### config.mk
export PLATFORM = sky130hd
export DESIGN_NAME = rccm_ctrl
export DESIGN_NICKNAME = d
export VERILOG_FILES = /design/src/design/refcounted_chunk_cache_manager_assert.svh /design/src/design/rccm_pkg.sv /design/src/design/rccm_ctrl.sv
export SDC_FILE = /design/constraint.sdc
export NUM_CORES = 1
export LEC_CHECK = 0
export ABC_AREA = 1
export BUFFER_PORTS_ARGS = -buffer_cell sky130_fd_sc_hd__buf_4
export CAP_MARGIN = 20
export CORE_AREA = 2 2 53 55
export CTS_BUF_LIST = sky130_fd_sc_hd__clkbuf_16
export DETAILED_ROUTE_END_ITERATION = 6
export DIE_AREA = 0 0 55 57
export PLACE_DENSITY_LB_ADDON = 0.08
export SLEW_MARGIN = 25
export SYNTH_ARGS = -nofsm -noshare
export SYNTH_HDL_FRONTEND = slang
export SYNTH_SLANG_ARGS = --single-unit
### constraint.sdc
create_clock -name clk -period 1.4 [get_ports clk]
set_input_delay 0.14 -clock clk [delete_from_list [all_inputs] [get_ports clk]]
set_output_delay 0.14 -clock clk [all_outputs]
set_load 0.1 [all_outputs]
### src/design/refcounted_chunk_cache_manager_assert.svh
// Assertion macros used by the chunk cache manager datapath.
`ifndef REFCOUNTED_CHUNK_CACHE_MANAGER_ASSERT_SVH
`define REFCOUNTED_CHUNK_CACHE_MANAGER_ASSERT_SVH

`ifndef ASSERT_OFF
// Same-cycle implication, checked out of reset.
`define RCCM_ASSERT_IMP(lbl, ck, rn, ante, cons) \
    lbl: assert property (@(posedge ck) disable iff (!rn) (ante) |-> (cons)) \
        else $error("assertion failed");
// Next-cycle implication, checked out of reset.
`define RCCM_ASSERT_NXT(lbl, ck, rn, ante, cons) \
    lbl: assert property (@(posedge ck) disable iff (!rn) (ante) |=> (cons)) \
        else $error("assertion failed");
`else
`define RCCM_ASSERT_IMP(lbl, ck, rn, ante, cons)
`define RCCM_ASSERT_NXT(lbl, ck, rn, ante, cons)
`endif

`endif

### src/design/rccm_pkg.sv
// Shared types and codes of the chunk cache manager.
`default_nettype none
package rccm_pkg;

    typedef enum logic [1:0] {
        MODE_REQUEST = 2'd0,
        MODE_TAKE    = 2'd1,
        MODE_RELEASE = 2'd2,
        MODE_ABANDON = 2'd3
    } mode_t;

    typedef enum logic [2:0] {
        ST_READY_HIT   = 3'd0,
        ST_PENDING_HIT = 3'd1,
        ST_MISS_ALLOC  = 3'd2,
        ST_NO_SPACE    = 3'd3,
        ST_DONE        = 3'd4,
        ST_INVALID     = 3'd5
    } status_t;

    typedef enum logic [4:0] {
        OP_NOP,
        OP_CLR,
        OP_LOAD,
        OP_SCAN,
        OP_IDRD,
        OP_IDCHK,
        OP_LRD,
        OP_LRM,
        OP_EVRM,
        OP_AP1,
        OP_AP2,
        OP_INC,
        OP_DEC,
        OP_FREE,
        OP_ALRD,
        OP_ALWR,
        OP_EVRD,
        OP_EVAL,
        OP_RES
    } op_t;

    typedef enum logic [1:0] {
        SEL_TGT  = 2'd0,
        SEL_IDX  = 2'd1,
        SEL_ZERO = 2'd2
    } slot_sel_t;

    typedef enum logic {
        REFS_CNT  = 1'b0,
        REFS_ZERO = 1'b1
    } refs_sel_t;

    typedef struct packed {
        op_t       op;
        status_t   res_status;
        slot_sel_t slot_sel;
        refs_sel_t refs_sel;
    } cmd_t;

    typedef struct packed {
        logic  clr_last;
        logic  scan_hit;
        logic  scan_end;
        logic  in_range;
        mode_t mode;
        logic  free_empty;
        logic  lru_empty;
        logic  used;
        logic  ref_zero;
        logic  ref_one;
        logic  ref_two;
        logic  ref_max;
        logic  out_busy;
    } stat_t;

endpackage
`default_nettype wire

### src/design/rccm_ctrl.sv
// Sequencer of the chunk cache manager: issues at most one datapath operation a cycle.
`default_nettype none
module rccm_ctrl (
    input  wire                 clk,
    input  wire                 rst_n,
    input  wire                 in_valid,
    output logic                in_stall,
    input  rccm_pkg::stat_t     st,
    output rccm_pkg::cmd_t      cmd
);
    typedef enum logic [4:0] {
        S_CLR, S_IDLE, S_DISP, S_SCAN, S_HIT, S_MISS, S_ALRD, S_ALWR,
        S_EVRD, S_EVLR, S_EVRM, S_EVAL, S_IDRD, S_IDCHK, S_IDOP,
        S_INC, S_DEC, S_AP1, S_AP2, S_LRD, S_LRM, S_FREE, S_RES
    } state_t;

    state_t                  state_reg, state_next;
    rccm_pkg::status_t       res_status_reg, res_status_next;
    rccm_pkg::slot_sel_t     slot_sel_reg, slot_sel_next;
    rccm_pkg::refs_sel_t     refs_sel_reg, refs_sel_next;
    logic                    free_after_reg, free_after_next;
    rccm_pkg::op_t           op;

    always_comb
    begin
        state_next      = state_reg;
        res_status_next = res_status_reg;
        slot_sel_next   = slot_sel_reg;
        refs_sel_next   = refs_sel_reg;
        free_after_next = free_after_reg;
        op              = rccm_pkg::OP_NOP;
        case (state_reg)
            S_CLR:
            begin
                op = rccm_pkg::OP_CLR;
                if (st.clr_last)
                    state_next = S_IDLE;
            end
            S_IDLE:
            begin
                if (in_valid)
                begin
                    op         = rccm_pkg::OP_LOAD;
                    state_next = S_DISP;
                end
            end
            S_DISP:
            begin
                if (st.mode == rccm_pkg::MODE_REQUEST)
                    state_next = S_SCAN;
                else if (!st.in_range)
                begin
                    res_status_next = rccm_pkg::ST_INVALID;
                    slot_sel_next   = rccm_pkg::SEL_IDX;
                    refs_sel_next   = rccm_pkg::REFS_ZERO;
                    state_next      = S_RES;
                end
                else
                    state_next = S_IDRD;
            end
            S_SCAN:
            begin
                op = rccm_pkg::OP_SCAN;
                if (st.scan_hit)
                    state_next = S_HIT;
                else if (st.scan_end)
                    state_next = S_MISS;
            end
            S_HIT:
            begin
                slot_sel_next = rccm_pkg::SEL_TGT;
                refs_sel_next = rccm_pkg::REFS_CNT;
                if (st.ref_zero)
                begin
                    res_status_next = rccm_pkg::ST_PENDING_HIT;
                    state_next      = S_RES;
                end
                else if (st.ref_max)
                begin
                    res_status_next = rccm_pkg::ST_NO_SPACE;
                    state_next      = S_RES;
                end
                else
                begin
                    res_status_next = rccm_pkg::ST_READY_HIT;
                    state_next      = S_INC;
                end
            end
            S_MISS:
            begin
                if (!st.free_empty)
                    state_next = S_ALRD;
                else if (!st.lru_empty)
                    state_next = S_EVRD;
                else
                begin
                    res_status_next = rccm_pkg::ST_NO_SPACE;
                    slot_sel_next   = rccm_pkg::SEL_ZERO;
                    refs_sel_next   = rccm_pkg::REFS_ZERO;
                    state_next      = S_RES;
                end
            end
            S_ALRD:
            begin
                op         = rccm_pkg::OP_ALRD;
                state_next = S_ALWR;
            end
            S_ALWR, S_EVAL:
            begin
                op              = (state_reg == S_ALWR) ? rccm_pkg::OP_ALWR
                                                        : rccm_pkg::OP_EVAL;
                res_status_next = rccm_pkg::ST_MISS_ALLOC;
                slot_sel_next   = rccm_pkg::SEL_TGT;
                refs_sel_next   = rccm_pkg::REFS_ZERO;
                state_next      = S_RES;
            end
            S_EVRD:
            begin
                op         = rccm_pkg::OP_EVRD;
                state_next = S_EVLR;
            end
            S_EVLR:
            begin
                op         = rccm_pkg::OP_LRD;
                state_next = S_EVRM;
            end
            S_EVRM:
            begin
                op         = rccm_pkg::OP_EVRM;
                state_next = S_EVAL;
            end
            S_IDRD:
            begin
                op         = rccm_pkg::OP_IDRD;
                state_next = S_IDCHK;
            end
            S_IDCHK:
            begin
                op         = rccm_pkg::OP_IDCHK;
                state_next = S_IDOP;
            end
            S_IDOP:
            begin
                res_status_next = rccm_pkg::ST_DONE;
                slot_sel_next   = rccm_pkg::SEL_TGT;
                refs_sel_next   = rccm_pkg::REFS_CNT;
                if (st.used && st.mode == rccm_pkg::MODE_TAKE && !st.ref_max)
                    state_next = S_INC;
                else if (st.used && st.mode == rccm_pkg::MODE_RELEASE && !st.ref_zero)
                    state_next = S_DEC;
                else if (st.used && st.mode == rccm_pkg::MODE_ABANDON && st.ref_zero)
                    state_next = S_FREE;
                else
                begin
                    res_status_next = rccm_pkg::ST_INVALID;
                    slot_sel_next   = rccm_pkg::SEL_IDX;
                    state_next      = S_RES;
                end
            end
            S_INC:
            begin
                // Count leaving zero joins the LRU list, leaving one drops off it
                op              = rccm_pkg::OP_INC;
                free_after_next = 1'b0;
                if (st.ref_zero)
                    state_next = S_AP1;
                else if (st.ref_one)
                    state_next = S_LRD;
                else
                    state_next = S_RES;
            end
            S_DEC:
            begin
                op = rccm_pkg::OP_DEC;
                if (st.ref_two)
                    state_next = S_AP1;
                else if (st.ref_one)
                begin
                    free_after_next = 1'b1;
                    state_next      = S_LRD;
                end
                else
                    state_next = S_RES;
            end
            S_AP1:
            begin
                op         = rccm_pkg::OP_AP1;
                state_next = S_AP2;
            end
            S_AP2:
            begin
                op         = rccm_pkg::OP_AP2;
                state_next = S_RES;
            end
            S_LRD:
            begin
                op         = rccm_pkg::OP_LRD;
                state_next = S_LRM;
            end
            S_LRM:
            begin
                op         = rccm_pkg::OP_LRM;
                state_next = free_after_reg ? S_FREE : S_RES;
            end
            S_FREE:
            begin
                op         = rccm_pkg::OP_FREE;
                state_next = S_RES;
            end
            S_RES:
            begin
                if (!st.out_busy)
                begin
                    op         = rccm_pkg::OP_RES;
                    state_next = S_IDLE;
                end
            end
            default:
            begin
                state_next = S_IDLE;
            end
        endcase
    end

    always_ff @(posedge clk or negedge rst_n)
    begin
        if (!rst_n)
        begin
            state_reg      <= S_CLR;
            res_status_reg <= rccm_pkg::ST_INVALID;
            slot_sel_reg   <= rccm_pkg::SEL_ZERO;
            refs_sel_reg   <= rccm_pkg::REFS_ZERO;
            free_after_reg <= 1'b0;
        end
        else
        begin
            state_reg      <= state_next;
            res_status_reg <= res_status_next;
            slot_sel_reg   <= slot_sel_next;
            refs_sel_reg   <= refs_sel_next;
            free_after_reg <= free_after_next;
        end
    end

    assign in_stall       = (state_reg != S_IDLE);
    assign cmd.op         = op;
    assign cmd.res_status = res_status_reg;
    assign cmd.slot_sel   = slot_sel_reg;
    assign cmd.refs_sel   = refs_sel_reg;
endmodule
`default_nettype wire

==> impl_metrics.tcl, run 1 <==
set metrics [dict create \
    diodes 0 \
    fp.dieH_um 57 \
    worst-path-buf-inv 2 \
    period_needed_ps 1930 \
    syn-num-nets 221 \
    min_path_type "input port to flip-flop" \
    vias 2121 \
    ys_warn_count 0 \
    hold_path_end "free_after_reg" \
    worstSetupEndpointType "output pin" \
    r2r-end "res_status_reg[0]" \
    hold_depth 2 \
    synth_top_area_share 0.182 \
    drtPass1Iterations 5 \
    die-area_um2 3140 \
    crit_chain "buf_4, nand3_2, nor2_1, nor3_1, nand3_1, buf_12" \
    clk_pin_slew_ps 50 \
    clock.fmax_mhz 519 \
    cp_max_fo 5 \
    yosysSeqAreaShare 0.256 \
    vias_per_cell 6.51 \
    status "finished, violations left" \
    finalHoldViolCount 0 \
    critPathLaunchType "flip-flop" \
    tightestPinTransition_ps 361 \
    cts_tree "done" \
    setup_viol 18 \
    crit_required_ps 1260 \
    clock_path_buffers 2 \
    mostFrequentLayoutCell "buf_4" \
    yosysUniqueCellTypes 29 \
    io_buffers 28 \
    path_class "flip-flop to output pin" \
    antenna_found_initial 0 \
    final_cell_mix "buf_4 (76), nand2_1 (43), nor2_1 (26)" \
    drc_errors 0 \
    core_area_um2 2620 \
    fp-row-count 19 \
    maxSlewViolCount 0 \
    rsz0062_at_grt "yes" \
    grt_use_total 0.336 \
    final_antenna_net_count 0 \
    ys_top_cells_by_area "nand2_1 (18%), dfrtp_1 (17%), nor2_1 (12%)" \
    cts_made_buffers 3 \
    worstReg2RegStart "state_reg[0]" \
    dp_hpwl_um 3570 \
    nets 313 \
    die_w_um 55 \
    crit_path_max_incr_delay_ps 480 \
    r2r_cells 8 \
    min_period_over_period 1.38 \
    avgRoutedWirePerCell_um 21.5 \
    syn_area_per_cell_um2 5.85 \
    dr.first_iter.drc_count 264 \
    min-delay-start "st[2]" \
    cts_sinks 12 \
    critical_path.top_delay_family "simple AND/OR/NAND/NOR gates" \
    max-cap-violations 0 \
    htreeDepth 1 \
    post-route-worst-setup-slack_ps -527 \
    cp.arrival_ps 1790 \
    violations "negative setup slack" \
    wirelength_um 7010 \
    io_pins 29 \
    grt_pass1_vias 1690 \
    start_util 0.456 \
    areaGrowthSynthToFinish_pct 98.8 \
    largest_register_ffs 5 \
    r2r_slack_ps -520 \
    synth-seq-cells 12 \
    root_buffer "clkbuf_16" \
    syn_inst 204 \
    pre_cts_ws_ps -305 \
    gp_congestion 0.971 \
    yosysTopAreaCell "nand2_1" \
    clock_latency_ps 250 \
    max_slew_margin 0.757 \
    skew_ps 4.58 \
    syn_area_um2 1190 \
    grt_max_degree 13 \
    layout-drive-gt1-share 0.569 \
    holdWs_ps 105 \
    crit_slowest_cell "dfrtp_2" \
    grt-ovfl-total 0 \
    grt_pass1_wl_um 7700 \
]
[worst reg2reg max path, stage by stage, from the launching register on]
cell and delay [ps]:
dfrtp_2 500, inv_1 190, nand2_1 170, nor2_2 240, nand2_1 150, nor2_1 160
or2_1 170, nor3_2 60, a21oi_2 190
[repair_timing]
item	in CTS	in global routing
endpoints found under the hold margin	12	0
buffers inserted	3	15
hold buffers	1	0
resized for setup	46	38
endpoints found under the setup margin	18	18
pin swaps	8	15
[cells in the mapped netlist, drive strengths merged]
master   count
a211oi       1
a21oi        3
a22oi        1
buf          4
dfrtp        8
dfstp        4
inv         21
nand2       59
nand3       24
nand3b       1
nand4       10
nor2        42
nor3         6
nor3b        1
o2111ai      1
o211ai       1
o21ai        9
o22ai        2
o31ai        1
o32ai        1
or2          4
[per-layer routing]
metal	up-vias	global-route usage	share of wire
li1	856	-	-
met1	972	0.457	0.34
met2	215	0.541	0.47
met3	78	0.0497	0.12
met4	0	0.111	0.078
met5	-	0	0
[metrics by stage]
step / instance area (um^2) / setup TNS, ps / instances / util
finish: 2370 / -7460 / 326 / 0.908
global route: 2370 / -9230 / 326 / 0.908
CTS: 2110 / -3950 / 311 / 0.806
detailed placement: 1830 / -3770 / 303 / 0.701
global placement: 1830 / -3710 / 303 / 0.701
floorplan: 1280 / -3390 / 204 / -
[layout make-up]
cell class | count | area (um^2)
flip-flops and latches | 12 | 312
repair buffers | 91 | 786
clock inverters | 1 | 3.75
inverters | 21 | 83.8
multi-input cells | 167 | 1070
well taps | 31 | 38.8
clock buffers | 3 | 75.1
fillers | 111 | 241
[worst max-delay path by stage]
| stage | start | to | slack [ps] | cells after the start |
|---|---|---|---|---|
| 2_1_floorplan | state_reg[3] | cmd[7] | -530 | 6 |
| 3_3_place_gp | state_reg[0] | state_reg[0] | -270 | 9 |
| 3_5_place_dp | state_reg[0] | res_status_reg[1] | -310 | 8 |
| 4_1_cts | state_reg[3] | cmd[7] | -350 | 6 |
| 5_1_grt | state_reg[2] | res_status_reg[1] | -740 | 10 |
| 6_report | state_reg[3] | cmd[8] | -530 | 6 |
[logic make-up (layout without fill, tap and decap cells)]
group,count (synthesis),in the layout,share of synthesized area
AOI/OAI and AO/OA,20,20,0.105
DFF,12,12,0.256
buffers and inverters,25,116,0.0849
and+or+nand+nor,147,147,0.555
Power of run 1 is not shown: default switching activity piles up to over one toggle a cycle in this logic, so the estimate is an artifact.
==> run 2, diff against run 1 <==
--- a/config.mk
+++ b/config.mk
@@ -8,10 +8,10 @@
 export ABC_AREA = 1
 export BUFFER_PORTS_ARGS = -buffer_cell sky130_fd_sc_hd__buf_4
 export CAP_MARGIN = 20
-export CORE_AREA = 2 2 53 55
+export CORE_AREA = 2 2 51 53
 export CTS_BUF_LIST = sky130_fd_sc_hd__clkbuf_16
 export DETAILED_ROUTE_END_ITERATION = 6
-export DIE_AREA = 0 0 55 57
+export DIE_AREA = 0 0 53 55
 export PLACE_DENSITY_LB_ADDON = 0.08
 export SLEW_MARGIN = 25
 export SYNTH_ARGS = -nofsm -noshare
==> constraint.sdc (replaced) <==
create_clock -name clk -period 1.8 [get_ports clk]
set_input_delay 0.18 -clock clk [delete_from_list [all_inputs] [get_ports clk]]
set_output_delay 0.18 -clock clk [all_outputs]
set_load 0.1 [all_outputs]
==> run 2 against run 1 <==
The run still ends with negative setup slack left. Non-clock buffer count is 35 lower. Wire length is 30% lower. Final cell count is 11% lower. Critical path type unchanged. Highest routed layer unchanged. Sequential share of layout area is 2.6 points higher. Hold slack better by 88 ps.
==> impl_metrics.tcl, run 2 (synthesis results as in run 1) <==
set metrics [dict create \
    status "finished, violations left" \
    violations "negative setup slack" \
    cts_made_buffers 3 \
    path_class "flip-flop to output pin" \
    vias 1756 \
    final_cell_mix "nand2_1 (49), buf_4 (47), nor2_1 (28)" \
    final_antenna_net_count 0 \
    cp_max_fo 6 \
    worstSetupEndpointType "output pin" \
    min_period_over_period 1.04 \
    die-area_um2 2920 \
    die_w_um 53 \
    max_slew_margin 0.795 \
    tightestPinTransition_ps 306 \
    core_area_um2 2360 \
    grt.busiest_layer "met2" \
    clock_path_buffers 2 \
    crit_slowest_cell "dfrtp_2" \
    skew_ps 6.62 \
    fp-row-count 18 \
    fillers 150 \
    wirelength_um 4900 \
    post-route-worst-setup-slack_ps -66.6 \
    layout-drive-gt1-share 0.454 \
    met1_usage 0.356 \
    finalHoldViolCount 0 \
    period_needed_ps 1870 \
    crit_path_max_incr_delay_ps 480 \
    largest_register_ffs 5 \
    fp.dieH_um 55 \
    avgRoutedWirePerCell_um 16.9 \
    cts_tree "done" \
    setup_viol 3 \
    io_pins 29 \
    mostFrequentLayoutCell "nand2_1" \
    grt_use_total 0.318 \
    nets 278 \
    drtPass1Iterations 5 \
    clk_pin_slew_ps 40 \
    vias_per_cell 6.06 \
    maxSlewViolCount 0 \
    start_util 0.505 \
    grt-ovfl-total 0 \
    gp_congestion 0.981 \
    diodes 0 \
    use_met3 0.0591 \
    cts_sinks 12 \
    worst-path-buf-inv 2 \
    crit_chain "inv_2, nor2_4, nand3_2, o21ai_2, nor2_2, nand4_1, buf_8" \
    critPathLaunchType "flip-flop" \
    areaGrowthSynthToFinish_pct 65.7 \
    min_path_type "input port to flip-flop" \
    placed_cell_area_um2 1610 \
    grt_pass1_vias 1528 \
    antenna_found_initial 0 \
    max-cap-violations 0 \
    rsz0062_at_grt "yes" \
    final_cell_area_um2 1980 \
    htreeDepth 1 \
    critical_path.top_delay_family "simple AND/OR/NAND/NOR gates" \
    drc_errors 0 \
    root_buffer "clkbuf_16" \
    pre_cts_ws_ps 2.57 \
    dr.first_iter.drc_count 159 \
    io_buffers 28 \
    cp.arrival_ps 1690 \
    crit_required_ps 1620 \
    clock.fmax_mhz 536 \
    grt_max_degree 13 \
    grtUsageMet2 0.552 \
    dp_hpwl_um 3210 \
    grt_pass1_wl_um 6580 \
    clock_latency_ps 240 \
]
-- run 2: worst paths after layout --
path / startpoint / to / slack, ps / cells past startpoint
setup reg to reg: state_reg[0] / res_status_reg[0] / 10 / 8
max in group asynchronous: rst_n / slot_sel_reg[1] / 1250 / 2
hold / removal: st[2] / free_after_reg / 190 / 2
min in group asynchronous: rst_n / res_status_reg[1] / 310 / 2
setup / recovery: state_reg[2] / cmd[7] / -70 / 7
hold reg to reg: slot_sel_reg[1] / slot_sel_reg[1] / 470 / 2
-- run 2: worst register-to-register path: cells and delay by family (launching register included) --
family / cells / cell delay, ps
and+or+nand+nor: 7 / 1120
AOI/OAI and AO/OA: 1 / 60
DFF: 1 / 520
-- run 2: routing by layer --
metal / part of all wire / routed length (um)
met4: 0.065 / 318
met3: 0.10 / 511
met1: 0.34 / 1660
met5: 0 / 0
met2: 0.49 / 2410
-- run 2: timing repair --
item / CTS / global route
gates resized for setup: 26 / 27
endpoints found under the setup margin: 5 / 14
hold endpoints to repair: 12 / 0
pin swaps: 4 / 8
hold buffers: 1 / 0
buffers inserted: 7 / 5
-- run 2: final cells by class --
type | count | area [um^2] | share of cell area
multi-input cells | 167 | 971 | 0.491
repair buffers | 56 | 495 | 0.250
flip-flops and latches | 12 | 312 | 0.157
inverters | 21 | 83.8 | 0.0424
clock buffers | 3 | 75.1 | 0.0380
well taps | 30 | 37.5 | 0.0190
clock inverters | 1 | 3.75 | 0.00190
-- run 2: per-stage QoR --
| step | util | std cells | TNS, ps | hold WS [ps] |
|---|---|---|---|---|
| after floorplan | - | 204 | -316 | -116 |
| after global placement | 0.679 | 273 | 0 | 20.2 |
| after detailed placement | 0.679 | 273 | 0 | 24.1 |
| after CTS | 0.777 | 285 | -1.13 | 182 |
| after global routing | 0.837 | 290 | -573 | 185 |
| final | 0.837 | 290 | -135 | 193 |
Power of run 2 is left out for the same reason.
